[src/rtl/dvrt_pkg.sv]
`timescale 1ns / 1ps
// ============================================================================
// Distance-vector route table package
// Shared widths, codes and payload layouts for the route table unit.
// ============================================================================
package dvrt_pkg;

    localparam int MAX_ROUTES = 16;
    localparam int ADDR_W     = $clog2(MAX_ROUTES);
    localparam int CNT_W      = $clog2(MAX_ROUTES + 1);

    localparam int NODE_W = 8;
    localparam int COST_W = 16;
    localparam int IDX_W  = 4;
    localparam int ACT_W  = 3;
    localparam int STAT_W = 2;
    localparam int CFG_IDX_W  = 1;
    localparam int CFG_DATA_W = 16;

    // Action codes carried in s_tuser.
    localparam logic [ACT_W-1:0] ACT_CLEAR = 3'd0;
    localparam logic [ACT_W-1:0] ACT_ADD   = 3'd1;
    localparam logic [ACT_W-1:0] ACT_ROUTE = 3'd2;
    localparam logic [ACT_W-1:0] ACT_DOWN  = 3'd3;
    localparam logic [ACT_W-1:0] ACT_READ  = 3'd4;

    // Status codes carried in m_tuser.
    localparam logic [STAT_W-1:0] STAT_OK       = 2'd0;
    localparam logic [STAT_W-1:0] STAT_FULL     = 2'd1;
    localparam logic [STAT_W-1:0] STAT_BAD_READ = 2'd2;

    // Configuration register indexes.
    localparam logic [CFG_IDX_W-1:0] CFG_MY_ID    = 1'd0;
    localparam logic [CFG_IDX_W-1:0] CFG_INFINITY = 1'd1;

    localparam logic [COST_W-1:0] INFINITY_RESET = 16'd999;

    // One table entry as stored in the route memory.
    typedef struct packed {
        logic [COST_W-1:0] cost;
        logic [NODE_W-1:0] gateway;
        logic [NODE_W-1:0] dest;
    } route_entry_t;

    // Input item data, last field in the lowest bits.
    typedef struct packed {
        logic [3:0]        pad;
        logic [IDX_W-1:0]  entry_index;
        logic [NODE_W-1:0] packet_dest;
        logic [COST_W-1:0] cost_to_neighbor;
        logic [NODE_W-1:0] sender;
        logic [COST_W-1:0] link_cost;
        logic [NODE_W-1:0] hop_id;
        logic [NODE_W-1:0] node_id;
    } item_data_t;

    // Result item data, last field in the lowest bits.
    typedef struct packed {
        logic              pad;
        logic [CNT_W-1:0]  route_count;
        logic [COST_W-1:0] entry_cost;
        logic [NODE_W-1:0] entry_gateway;
        logic [NODE_W-1:0] entry_dest;
        logic              packet_changed;
        logic              changed;
    } result_data_t;

    localparam int S_TDATA_W = $bits(item_data_t);
    localparam int M_TDATA_W = $bits(result_data_t);

endpackage

[src/rtl/distance_vector_route_table_unit.sv]
`timescale 1ns / 1ps
// ============================================================================
// Distance-vector route table unit
// Route table with self entry, neighbor append, advertised route handling
// with split horizon, neighbor-down poisoning and entry readback.
// ============================================================================
// The unit takes one item at a time. Clear, add neighbor, unused actions
// and foreign or ignored routes pass from ST_EXEC to ST_DONE; reads of a
// valid entry pass from ST_READ to ST_DONE, and a read at or beyond
// route_count goes straight to ST_DONE. An advertised route scans the table
// through the single read port of the route memory, one entry per cycle, and
// stops at the first matching destination. A neighbor-down action visits
// every valid entry the same way. The result sits in an output register, so
// a new item is taken as soon as the previous one has been handed to that
// register, even if the consumer has not yet taken it. Configuration writes
// are accepted in every cycle and must only be issued while the unit is idle.
module distance_vector_route_table_unit (
    input  logic                                 aclk,
    input  logic                                 aresetn,
    // Input items.
    input  logic                                 s_tvalid,
    output logic                                 s_tready,
    // node_id, hop_id, link_cost, sender, cost_to_neighbor, packet_dest,
    // entry_index, zero fill (lowest bit first)
    input  logic [dvrt_pkg::S_TDATA_W-1:0]       s_tdata,
    // action
    input  logic [dvrt_pkg::ACT_W-1:0]           s_tuser,
    // last_in_packet
    input  logic                                 s_tlast,
    // Result items.
    output logic                                 m_tvalid,
    input  logic                                 m_tready,
    // changed, packet_changed, entry_dest, entry_gateway, entry_cost,
    // route_count, zero fill (lowest bit first)
    output logic [dvrt_pkg::M_TDATA_W-1:0]       m_tdata,
    // status
    output logic [dvrt_pkg::STAT_W-1:0]          m_tuser,
    // Configuration writes.
    input  logic                                 cfg_valid,
    output logic                                 cfg_ready,
    input  logic [dvrt_pkg::CFG_IDX_W-1:0]       cfg_index,
    input  logic [dvrt_pkg::CFG_DATA_W-1:0]      cfg_data
);
    import dvrt_pkg::*;

    typedef enum logic [2:0] {
        ST_IDLE,
        ST_EXEC,
        ST_SCAN,
        ST_DOWN,
        ST_READ,
        ST_DONE
    } state_t;

    // Route memory: one write port and one registered read port.
    route_entry_t route_mem [MAX_ROUTES];
    route_entry_t rd_data_reg;
    logic                mem_we;
    logic [ADDR_W-1:0]   mem_waddr;
    route_entry_t        mem_wdata;
    logic                mem_re;
    logic [ADDR_W-1:0]   mem_raddr;

    // Control state.
    state_t              state_reg,   state_next;
    logic [CNT_W-1:0]    count_reg,   count_next;
    logic                flag_reg,    flag_next;
    logic [CNT_W-1:0]    issue_reg,   issue_next;
    logic                pend_reg,    pend_next;
    logic [ADDR_W-1:0]   pend_addr_reg, pend_addr_next;
    logic                m_valid_reg, m_valid_next;
    logic [NODE_W-1:0]   my_id_reg,   my_id_next;
    logic [COST_W-1:0]   inf_reg,     inf_next;

    // Item and result payload.
    item_data_t          item_reg,    item_next;
    logic [ACT_W-1:0]    action_reg,  action_next;
    logic                last_reg,    last_next;
    logic [COST_W:0]     sum_reg,     sum_next;
    logic                chg_reg,     chg_next;
    logic                pchg_reg,    pchg_next;
    logic [STAT_W-1:0]   status_reg,  status_next;
    route_entry_t        res_entry_reg, res_entry_next;
    result_data_t        m_data_reg,  m_data_next;
    logic [STAT_W-1:0]   m_user_reg,  m_user_next;

    item_data_t          s_item;
    logic [COST_W-1:0]   clamped_sum;
    logic [COST_W-1:0]   clamped_link;
    logic                scan_hit;
    logic                route_chg;
    logic                route_done;
    route_entry_t        new_route;

    assign s_item    = item_data_t'(s_tdata);
    assign s_tready  = (state_reg == ST_IDLE);
    assign cfg_ready = 1'b1;
    assign m_tvalid  = m_valid_reg;
    assign m_tdata   = m_data_reg;
    assign m_tuser   = m_user_reg;

    // The advertised sum is 17 bits; stored costs never exceed infinity.
    assign clamped_sum  = (sum_reg > {1'b0, inf_reg}) ? inf_reg : sum_reg[COST_W-1:0];
    assign clamped_link = (item_reg.link_cost > inf_reg) ? inf_reg : item_reg.link_cost;
    assign scan_hit     = pend_reg && (rd_data_reg.dest == item_reg.node_id);
    assign new_route    = '{cost: clamped_sum, gateway: item_reg.sender,
                            dest: item_reg.node_id};

    always_comb begin
        state_next     = state_reg;
        count_next     = count_reg;
        flag_next      = flag_reg;
        issue_next     = issue_reg;
        pend_next      = pend_reg;
        pend_addr_next = pend_addr_reg;
        m_valid_next   = m_valid_reg;
        my_id_next     = my_id_reg;
        inf_next       = inf_reg;
        item_next      = item_reg;
        action_next    = action_reg;
        last_next      = last_reg;
        sum_next       = sum_reg;
        chg_next       = chg_reg;
        pchg_next      = pchg_reg;
        status_next    = status_reg;
        res_entry_next = res_entry_reg;
        m_data_next    = m_data_reg;
        m_user_next    = m_user_reg;
        mem_we         = 1'b0;
        mem_waddr      = '0;
        mem_wdata      = '0;
        mem_re         = 1'b0;
        mem_raddr      = '0;
        route_chg      = 1'b0;
        route_done     = 1'b0;

        if (cfg_valid && cfg_ready) begin
            unique case (cfg_index)
                CFG_MY_ID:    my_id_next = cfg_data[NODE_W-1:0];
                CFG_INFINITY: inf_next   = cfg_data;
                default: ;
            endcase
        end

        // The consumer frees the output register.
        if (m_valid_reg && m_tready) begin
            m_valid_next = 1'b0;
        end

        unique case (state_reg)
            ST_IDLE: begin
                if (s_tvalid) begin
                    item_next      = s_item;
                    action_next    = s_tuser;
                    last_next      = s_tlast;
                    sum_next       = {1'b0, s_item.link_cost} +
                                     {1'b0, s_item.cost_to_neighbor};
                    chg_next       = 1'b0;
                    pchg_next      = flag_reg;
                    status_next    = STAT_OK;
                    res_entry_next = '0;
                    issue_next     = '0;
                    pend_next      = 1'b0;
                    unique case (s_tuser)
                        ACT_ROUTE: begin
                            // Foreign packets and an empty table skip the scan.
                            if (s_item.packet_dest == my_id_reg && count_reg != '0) begin
                                state_next = ST_SCAN;
                            end else begin
                                state_next = ST_EXEC;
                            end
                        end
                        ACT_DOWN: begin
                            state_next = ST_DOWN;
                        end
                        ACT_READ: begin
                            if (CNT_W'(s_item.entry_index) < count_reg) begin
                                mem_re     = 1'b1;
                                mem_raddr  = ADDR_W'(s_item.entry_index);
                                state_next = ST_READ;
                            end else begin
                                status_next = STAT_BAD_READ;
                                state_next  = ST_DONE;
                            end
                        end
                        default: begin
                            state_next = ST_EXEC;
                        end
                    endcase
                end
            end

            ST_EXEC: begin
                unique case (action_reg)
                    ACT_CLEAR: begin
                        mem_we     = 1'b1;
                        mem_waddr  = '0;
                        mem_wdata  = '{cost: '0, gateway: my_id_reg, dest: my_id_reg};
                        count_next = CNT_W'(1);
                        flag_next  = 1'b0;
                        chg_next   = 1'b1;
                        pchg_next  = 1'b0;
                    end
                    ACT_ADD: begin
                        if (count_reg < CNT_W'(MAX_ROUTES)) begin
                            mem_we     = 1'b1;
                            mem_waddr  = count_reg[ADDR_W-1:0];
                            mem_wdata  = '{cost: clamped_link,
                                           gateway: item_reg.node_id,
                                           dest: item_reg.node_id};
                            count_next = count_reg + CNT_W'(1);
                            chg_next   = 1'b1;
                        end else begin
                            status_next = STAT_FULL;
                        end
                    end
                    ACT_ROUTE: begin
                        // Ignored route: it still ends a packet when marked last.
                        route_done = 1'b1;
                    end
                    default: ;
                endcase
                if (action_reg != ACT_ROUTE) begin
                    state_next = ST_DONE;
                end
            end

            ST_SCAN: begin
                if (scan_hit) begin
                    // First entry with this destination. Slot zero is the self
                    // entry, and split horizon drops routes via this router.
                    if (pend_addr_reg != '0 && item_reg.hop_id != my_id_reg) begin
                        if (rd_data_reg.gateway == item_reg.sender) begin
                            // Forced update from the current next hop.
                            if (({1'b0, rd_data_reg.cost} != sum_reg) &&
                                !((rd_data_reg.cost >= inf_reg) &&
                                  (sum_reg >= {1'b0, inf_reg}))) begin
                                route_chg = 1'b1;
                            end
                        end else if ({1'b0, rd_data_reg.cost} > sum_reg) begin
                            route_chg = 1'b1;
                        end
                    end
                    if (route_chg) begin
                        mem_we    = 1'b1;
                        mem_waddr = pend_addr_reg;
                        mem_wdata = new_route;
                    end
                    pend_next  = 1'b0;
                    route_done = 1'b1;
                end else if (issue_reg < count_reg) begin
                    mem_re         = 1'b1;
                    mem_raddr      = issue_reg[ADDR_W-1:0];
                    pend_next      = 1'b1;
                    pend_addr_next = issue_reg[ADDR_W-1:0];
                    issue_next     = issue_reg + CNT_W'(1);
                end else begin
                    // Unknown destination: append it.
                    pend_next = 1'b0;
                    if (count_reg < CNT_W'(MAX_ROUTES)) begin
                        mem_we     = 1'b1;
                        mem_waddr  = count_reg[ADDR_W-1:0];
                        mem_wdata  = new_route;
                        count_next = count_reg + CNT_W'(1);
                        route_chg  = 1'b1;
                    end else begin
                        status_next = STAT_FULL;
                    end
                    route_done = 1'b1;
                end
            end

            ST_DOWN: begin
                // Reads run one entry ahead of the poison write-back, so the
                // read and write addresses never coincide.
                if (pend_reg) begin
                    if (rd_data_reg.gateway == item_reg.node_id &&
                        rd_data_reg.cost != '0) begin
                        mem_we    = 1'b1;
                        mem_waddr = pend_addr_reg;
                        mem_wdata = '{cost: inf_reg, gateway: rd_data_reg.gateway,
                                      dest: rd_data_reg.dest};
                        if (rd_data_reg.cost != inf_reg) begin
                            chg_next = 1'b1;
                        end
                    end
                end
                if (issue_reg < count_reg) begin
                    mem_re         = 1'b1;
                    mem_raddr      = issue_reg[ADDR_W-1:0];
                    pend_next      = 1'b1;
                    pend_addr_next = issue_reg[ADDR_W-1:0];
                    issue_next     = issue_reg + CNT_W'(1);
                end else begin
                    pend_next  = 1'b0;
                    state_next = ST_DONE;
                end
            end

            ST_READ: begin
                res_entry_next = rd_data_reg;
                state_next     = ST_DONE;
            end

            ST_DONE: begin
                if (!m_valid_reg || m_tready) begin
                    m_valid_next = 1'b1;
                    m_data_next  = '{pad: 1'b0,
                                     route_count: count_reg,
                                     entry_cost: res_entry_reg.cost,
                                     entry_gateway: res_entry_reg.gateway,
                                     entry_dest: res_entry_reg.dest,
                                     packet_changed: pchg_reg,
                                     changed: chg_reg};
                    m_user_next  = status_reg;
                    state_next   = ST_IDLE;
                end
            end

            default: begin
                state_next = ST_IDLE;
            end
        endcase

        // A route item folds its change into the packet flag; the last
        // route of a packet reports the flag and then clears it.
        if (route_done) begin
            chg_next   = route_chg;
            pchg_next  = flag_reg | route_chg;
            flag_next  = last_reg ? 1'b0 : (flag_reg | route_chg);
            state_next = ST_DONE;
        end
    end

    always_ff @(posedge aclk) begin
        if (mem_we) begin
            route_mem[mem_waddr] <= mem_wdata;
        end
        if (mem_re) begin
            rd_data_reg <= route_mem[mem_raddr];
        end
    end

    always_ff @(posedge aclk) begin
        if (!aresetn) begin
            state_reg   <= ST_IDLE;
            count_reg   <= '0;
            flag_reg    <= 1'b0;
            issue_reg   <= '0;
            pend_reg    <= 1'b0;
            m_valid_reg <= 1'b0;
            my_id_reg   <= '0;
            inf_reg     <= INFINITY_RESET;
        end else begin
            state_reg   <= state_next;
            count_reg   <= count_next;
            flag_reg    <= flag_next;
            issue_reg   <= issue_next;
            pend_reg    <= pend_next;
            m_valid_reg <= m_valid_next;
            my_id_reg   <= my_id_next;
            inf_reg     <= inf_next;
        end
        pend_addr_reg <= pend_addr_next;
        item_reg      <= item_next;
        action_reg    <= action_next;
        last_reg      <= last_next;
        sum_reg       <= sum_next;
        chg_reg       <= chg_next;
        pchg_reg      <= pchg_next;
        status_reg    <= status_next;
        res_entry_reg <= res_entry_next;
        m_data_reg    <= m_data_next;
        m_user_reg    <= m_user_next;
    end

endmodule

[config.mk]
export PLATFORM = sky130hd
export DESIGN_NAME = distance_vector_route_table_unit
export DESIGN_NICKNAME = d
export VERILOG_FILES = /design/src/rtl/dvrt_pkg.sv /design/src/rtl/distance_vector_route_table_unit.sv
export SDC_FILE = /design/constraint.sdc
export NUM_CORES = 1
export LEC_CHECK = 0
export BUFFER_PORTS_ARGS = -buffer_cell sky130_fd_sc_hd__buf_4
export CAP_MARGIN = 20
export CORE_ASPECT_RATIO = 1.1
export CORE_MARGIN = 2
export CORE_UTILIZATION = 55
export DETAILED_ROUTE_END_ITERATION = 8
export PLACE_DENSITY = 0.75
export SLEW_MARGIN = 40
export SYNTH_ARGS = -nofsm -noshare
export SYNTH_HDL_FRONTEND = slang
export SYNTH_SLANG_ARGS = --single-unit
export TNS_END_PERCENT = 100
[constraint.sdc]
create_clock -name aclk -period 5.5 [get_ports aclk]
set_input_delay 0.275 -clock aclk [delete_from_list [all_inputs] [get_ports aclk]]
set_output_delay 0.275 -clock aclk [all_outputs]
set_load 0.01 [all_outputs]
Word level (Yosys, flattened, before mapping)
Memory sizes are Yosys's and may differ from the RTL's. A register that Yosys moved wholly into a read port is not among the register bits. Cells that the tools add are included.

Latch bits: 0. Register bits: 182. Memory bits (read-only): 0. Memories: 1. Bits in writable memories: 512. Input bits: 98. Output and inout bits: 45. Word-level logic and storage cells: 226.

Memory list: route_mem (words 16, width 32, read ports 1, clocked after memory_dff 1, write ports 1, line distance_vector_route_table_unit.sv:56) `route_entry_t route_mem [MAX_ROUTES];`.

Reductions and logical operators: 40. Bitwise operators: 4. Shift-type cells: 0. Multiply operators: 0. Order comparisons: 8. Eq/ne operators: 37. $add $sub $neg: 3. Mux-type cells: 103. Div/mod/pow operators: 0.

Operators by type and width (count): two-way mux 32 bit (8); case mux 32 bit (2 select lines) (2); case mux 32 bit (3 select lines) (1); two-way mux 4 bit (14); two-way mux 1 bit (40); equality test 8 bit (4); two-way mux 16 bit (2); two-way mux 5 bit (6); case mux 4 bit (3 select lines) (2); case mux 5 bit (2 select lines) (2); != test 3 bit (second input constant) (6); case mux 3 bit (6 select lines) (1); adder 16 x 16 -> 17 bit (1); >= comparator 17 x 16 -> 1 bit (1); greater-than comparator 16 x 17 -> 1 bit (1); greater-than comparator 17 x 16 -> 1 bit (1); != test 16 x 17 -> 1 bit (1); >= comparator 16 bit (1); greater-than comparator 16 bit (1); two-way mux 2 bit (8); != test 16 bit (1); AND reduction 2 bit (8); nonzero test 16 bit (1); equality test 3 x 2 -> 1 bit (second input constant) (5); other kinds (35) (77).

Depth between registers and ports, before layout
Depth after elaboration: 14. Mapped depth: 16. Mapped depth without buffers: 13.

Worst setup path after synthesis
No wires, ideal clock.

Path type: reg2reg. Start point: reg, netlist name rd_data_reg[21]. End point: mem route_mem[10][0] (netlist bit) (enable). Clock period less this slack: 5.228 ns. Setup slack: 0.272 ns. Arrival time: 4.767 ns. Data required time: 5.039 ns. Stages on the path, launching flop included: 13. Setup time: 0.461 ns. Path buffers: 1. Path through: edfxtp_1 > ha_1 > a21o_1 > a221o_1 > nand2_1 > o21ai_0 > a2111oi_0 > a211o_1 > nand3_1 > and2_1 > buf_2 > o21a_1 > nor3_1.

Longest elaborated chain between the ends: 14. Elaborated cells on any way between the ends: 26. Those cells by class: order compare (2); eq/ne (1); mux (18); reduce/logical (5).

Ends and longest elaborated chain: >= comparator 16 bit (line distance_vector_route_table_unit.sv:236) `!((rd_data_reg.cost >= inf_reg) &&`; logical AND 1 bit (line distance_vector_route_table_unit.sv:236); zero test 1 bit (line distance_vector_route_table_unit.sv:236); logical AND 1 bit (line distance_vector_route_table_unit.sv:235) `if (({1'b0, rd_data_reg.cost} != sum_reg) &&`; two-way mux 1 bit (line distance_vector_route_table_unit.sv:235); two-way mux 1 bit (line distance_vector_route_table_unit.sv:233) `if (rd_data_reg.gateway == item_reg.sender) begin`; two-way mux 1 bit (line distance_vector_route_table_unit.sv:232) `if (pend_addr_reg != '0 && item_reg.hop_id != my_id_reg) begin`; two-way mux 1 bit (line distance_vector_route_table_unit.sv:229) `if (scan_hit) begin`; two-way mux 1 bit (line distance_vector_route_table_unit.sv:150) `unique case (state_reg)`; two-way mux 1 bit (line distance_vector_route_table_unit.sv:244) `if (route_chg) begin`; two-way mux 1 bit (line distance_vector_route_table_unit.sv:229); case mux 1 bit (3 select lines) (line distance_vector_route_table_unit.sv:150); two-way mux 1 bit (line distance_vector_route_table_unit.sv:336) `if (mem_we) begin`; two-way mux 1 bit (not written as such) (line distance_vector_route_table_unit.sv:337) `route_mem[mem_waddr] <= mem_wdata;`; end, declared (line distance_vector_route_table_unit.sv:56).

Several ways; a longest one is shown, not always the timed one. The select of a mux whose other input is x is not followed.

==> results.toml <==
[status]
status = "complete, no violations"

[cts]
ctsHoldBuffers = 60
numCtsBuffers = 70
cts-resized-gates = 0
h-tree-depth = 3
root_buffer = "clkbuf_16"
clkSinkCount = 726
clock_latency_ns = 0.61
post-cts-setup-buffers = 0
clkTransAtPathRegs_ns = 0.06
cts_tree = "done"
max-clock-path-buffers = 3

[setup_path]
worstReg2RegStart = "rd_data_reg[21]$_DFFE_PP_"
cp.arrival_ns = 5.04
timing.rr.end = "route_mem[13][27]$_DFFE_PP_"
rrSetupSlack_ns = 0.77
rr_worst_depth = 11
critical_path_class = "reg -> reg"
cp-start-kind = "flop"
cp_max_fo = 18
cp.required_ns = 5.81
critPathCaptureType = "flop"

[detailed_routing]
detail-route-antenna-nets = 0
routed_wl_mm = 79.28
vias = 20410
via_per_inst = 6.164
wire_per_inst_um = 23.95
dr.pass1.iters = 5
drc = 0
drt_iter0_drc = 2464

[synthesis]
synth_area_per_cell_um2 = 13.40
synthMuxAreaShare_pct = 2.272
yosys_register_bits = 726
yosysTopAreaCell = "edfxtp_1"
synth_compound_area_share_pct = 10.28
synthArstFlopShare_pct = 0
yosys.area_share.adder_pct = 3.750
synth_xor_area_share_pct = 1.644
yosys_warnings = 0
synth_edf_count = 686
synthTopCellsByArea = "edfxtp_1 67%, nand2_1 5.2%, ha_1 3.7%, a21oi_1 2.6%, dfxtp_1 2.6%"
netlist_area_um2 = 30900
syn_nets = 2496
synth-simple-area-share_pct = 10.46
yosysSeqAreaShare_pct = 69.26
syn_inst = 2306
yosysUniqueCellTypes = 70
synth_top_area_share_pct = 66.67
ys.flop_type = "edfxtp_1"
synth_top_family_by_area = "simple AND/OR/NAND/NOR gates"

[run]
max_cap_viol_count = 0

[global_route]
grt_busiest_layer = "met2"
grt_util_met2_pct = 43.64
grt_pass1_wl_mm = 117.2
met3_usage_pct = 3.655
grt_pass1_vias = 19860
antenna_found_initial = 1
globalRouteMet1Util_pct = 37.00
grt_max_degree = 73
gr-total-overflow = 0
grt_use_total_pct = 26.89

[placement]
io_buffer_count = 136
placed_area_um2 = 33000
hpwlAfterDp_mm = 47.41
gp_congestion = 0.9377

[timing]
worst_pin_slew_ns = 0.8575
fmax_ghz = 0.2113
report.final.slew_viol_count = 0
tns_ns = 0
period_share_pct = 86.06
setup_viol_count_final = 0
clock_skew_ns = 0.01844
rsz0062_at_grt = "false"
fin_crit_ns = 4.734
hold_viol = 0
slew_headroom_pct = 42.82

[cells_and_area]
area_growth_syn_to_layout_pct = 16.74
final_cell_area_um2 = 36070
n_antenna_cell = 0
fillers = 3926
nets = 2704
largest_reg_flops = 512
layout-drive-gt1-share_pct = 12.86

[floorplanning]
start_util_pct = 55.38
core_area_um2 = 55790
rows = 91
die_w_um = 230.0
die_h_um = 252.6
die-area_um2 = 58090
ios = 143

[power]
leakagePower_nw = 13.12
power.density_nw_per_um2 = 370.5
peakVddDrop_uv = 211.3

[worst_hold_path]
hold_path_class = "in -> reg"
hold_path_end = "inf_reg[5]$_SDFFE_PN1P_"
holdCritStartpoint = "cfg_data[5]"
min_path_cells = 3
-- worst max-delay path, cell delays in order, from the launching register on --
cell,delay (ns)
edfxtp_1,0.45
ha_1,0.35
a21o_1,0.16
a221o_1,0.34
nand2_1,0.07
o21ai_0,0.08
a2111oi_0,0.42
a211o_1,0.28
nand3_1,0.21
a21oi_4,0.53
a221o_1,0.80
a221o_1,0.73
-- metrics by stage --
stage	worst slack (ns)	util (%)	hold slack [ns]	total power [W]	instances
after CTS	0.6443	64.58	0.002399	0.01340	3310
final	0.7664	64.65	0.02649	0.01336	3311
after floorplan	0.2723	-	0.3739	0.007753	2306
after global placement	0.7610	59.10	0.4016	0.008319	3123
after global routing	0.5792	64.65	0.02434	0.01377	3311
after detailed placement	0.6444	59.15	0.4054	0.008373	3125
-- Yosys cell counts, drive strengths merged, types with 16 or more instances --
library cell / instances
a32oi: 29
nand4: 16
a21oi: 163
nor3: 31
inv: 53
ha: 91
o21ai: 35
a31oi: 38
buf: 42
dfxtp: 40
clkbuf: 76
mux2i: 69
xor2: 39
nand3: 83
nand2: 428
and2: 59
nor2: 42
edfxtp: 686
a221o: 33
xnor2: 19
a22oi: 46
a221oi: 32
a21boi: 18
-- worst max-delay path by stage --
stage	start	end	slack, ns
final	rd_data_reg[21]$_DFFE_PP_	route_mem[13][27]$_DFFE_PP_	0.77
after global routing	rd_data_reg[22]$_DFFE_PP_	route_mem[13][25]$_DFFE_PP_	0.58
after CTS	rd_data_reg[22]$_DFFE_PP_	route_mem[4][27]$_DFFE_PP_	0.64
after detailed placement	rd_data_reg[21]$_DFFE_PP_	route_mem[1][27]$_DFFE_PP_	0.64
after global placement	rd_data_reg[21]$_DFFE_PP_	route_mem[2][27]$_DFFE_PP_	0.76
after floorplan	rd_data_reg[21]$_DFFE_PP_	route_mem[10][0]$_DFFE_PP_	0.27
-- area by class of cell --
class,instances,area [um^2],share of cell area (%)
sequential,726,21400,59.33
multi-input combinational,1409,8929,24.75
timing repair buffer,254,2181,6.046
clock buffer,94,1978,5.484
tap,744,930.9,2.581
clock inverter,31,451.7,1.252
inverter,53,198.9,0.5515
-- where the power goes --
| part | total, W | leakage (nW) | switching (W) | internal [W] |
|---|---|---|---|---|
| Sequential | 0.00684 | 6.62 | 0.000212 | 0.00663 |
| Clock | 0.00504 | 1.18 | 0.00200 | 0.00305 |
| Combinational | 0.00148 | 5.33 | 0.000961 | 0.000520 |
| Total | 0.0134 | 13.1 | 0.00317 | 0.0102 |
-- cell families after synthesis --
logic type,Yosys count
other cells,2
flops,726
simple gates,721
fa+ha+maj,92
buf+inv,171
xor+xnor,58
compound gates,466
mux,70
-- placed cells by master, fill, tap and decap left out, drive strengths merged, types with 40 or more instances in the layout --
master,count
nand3,83
nor2,42
dlygate4sd3,60
clkbuf,94
buf,194
ha,91
nand2,428
dfxtp,40
mux2i,69
a22oi,46
and2,59
edfxtp,686
a21oi,163
inv,53
-- per-layer routing --
layer / up-vias / wire [um] / share of wire [%]
li1: 9111 / - / -
met3: 178 / 6906 / 8.7
met2: 1092 / 38180 / 48
met4: 2 / 2586 / 3.3
met5: - / 18 / 0.023
met1: 10030 / 31590 / 40
Note: power is estimated with default switching activity, not from simulation.
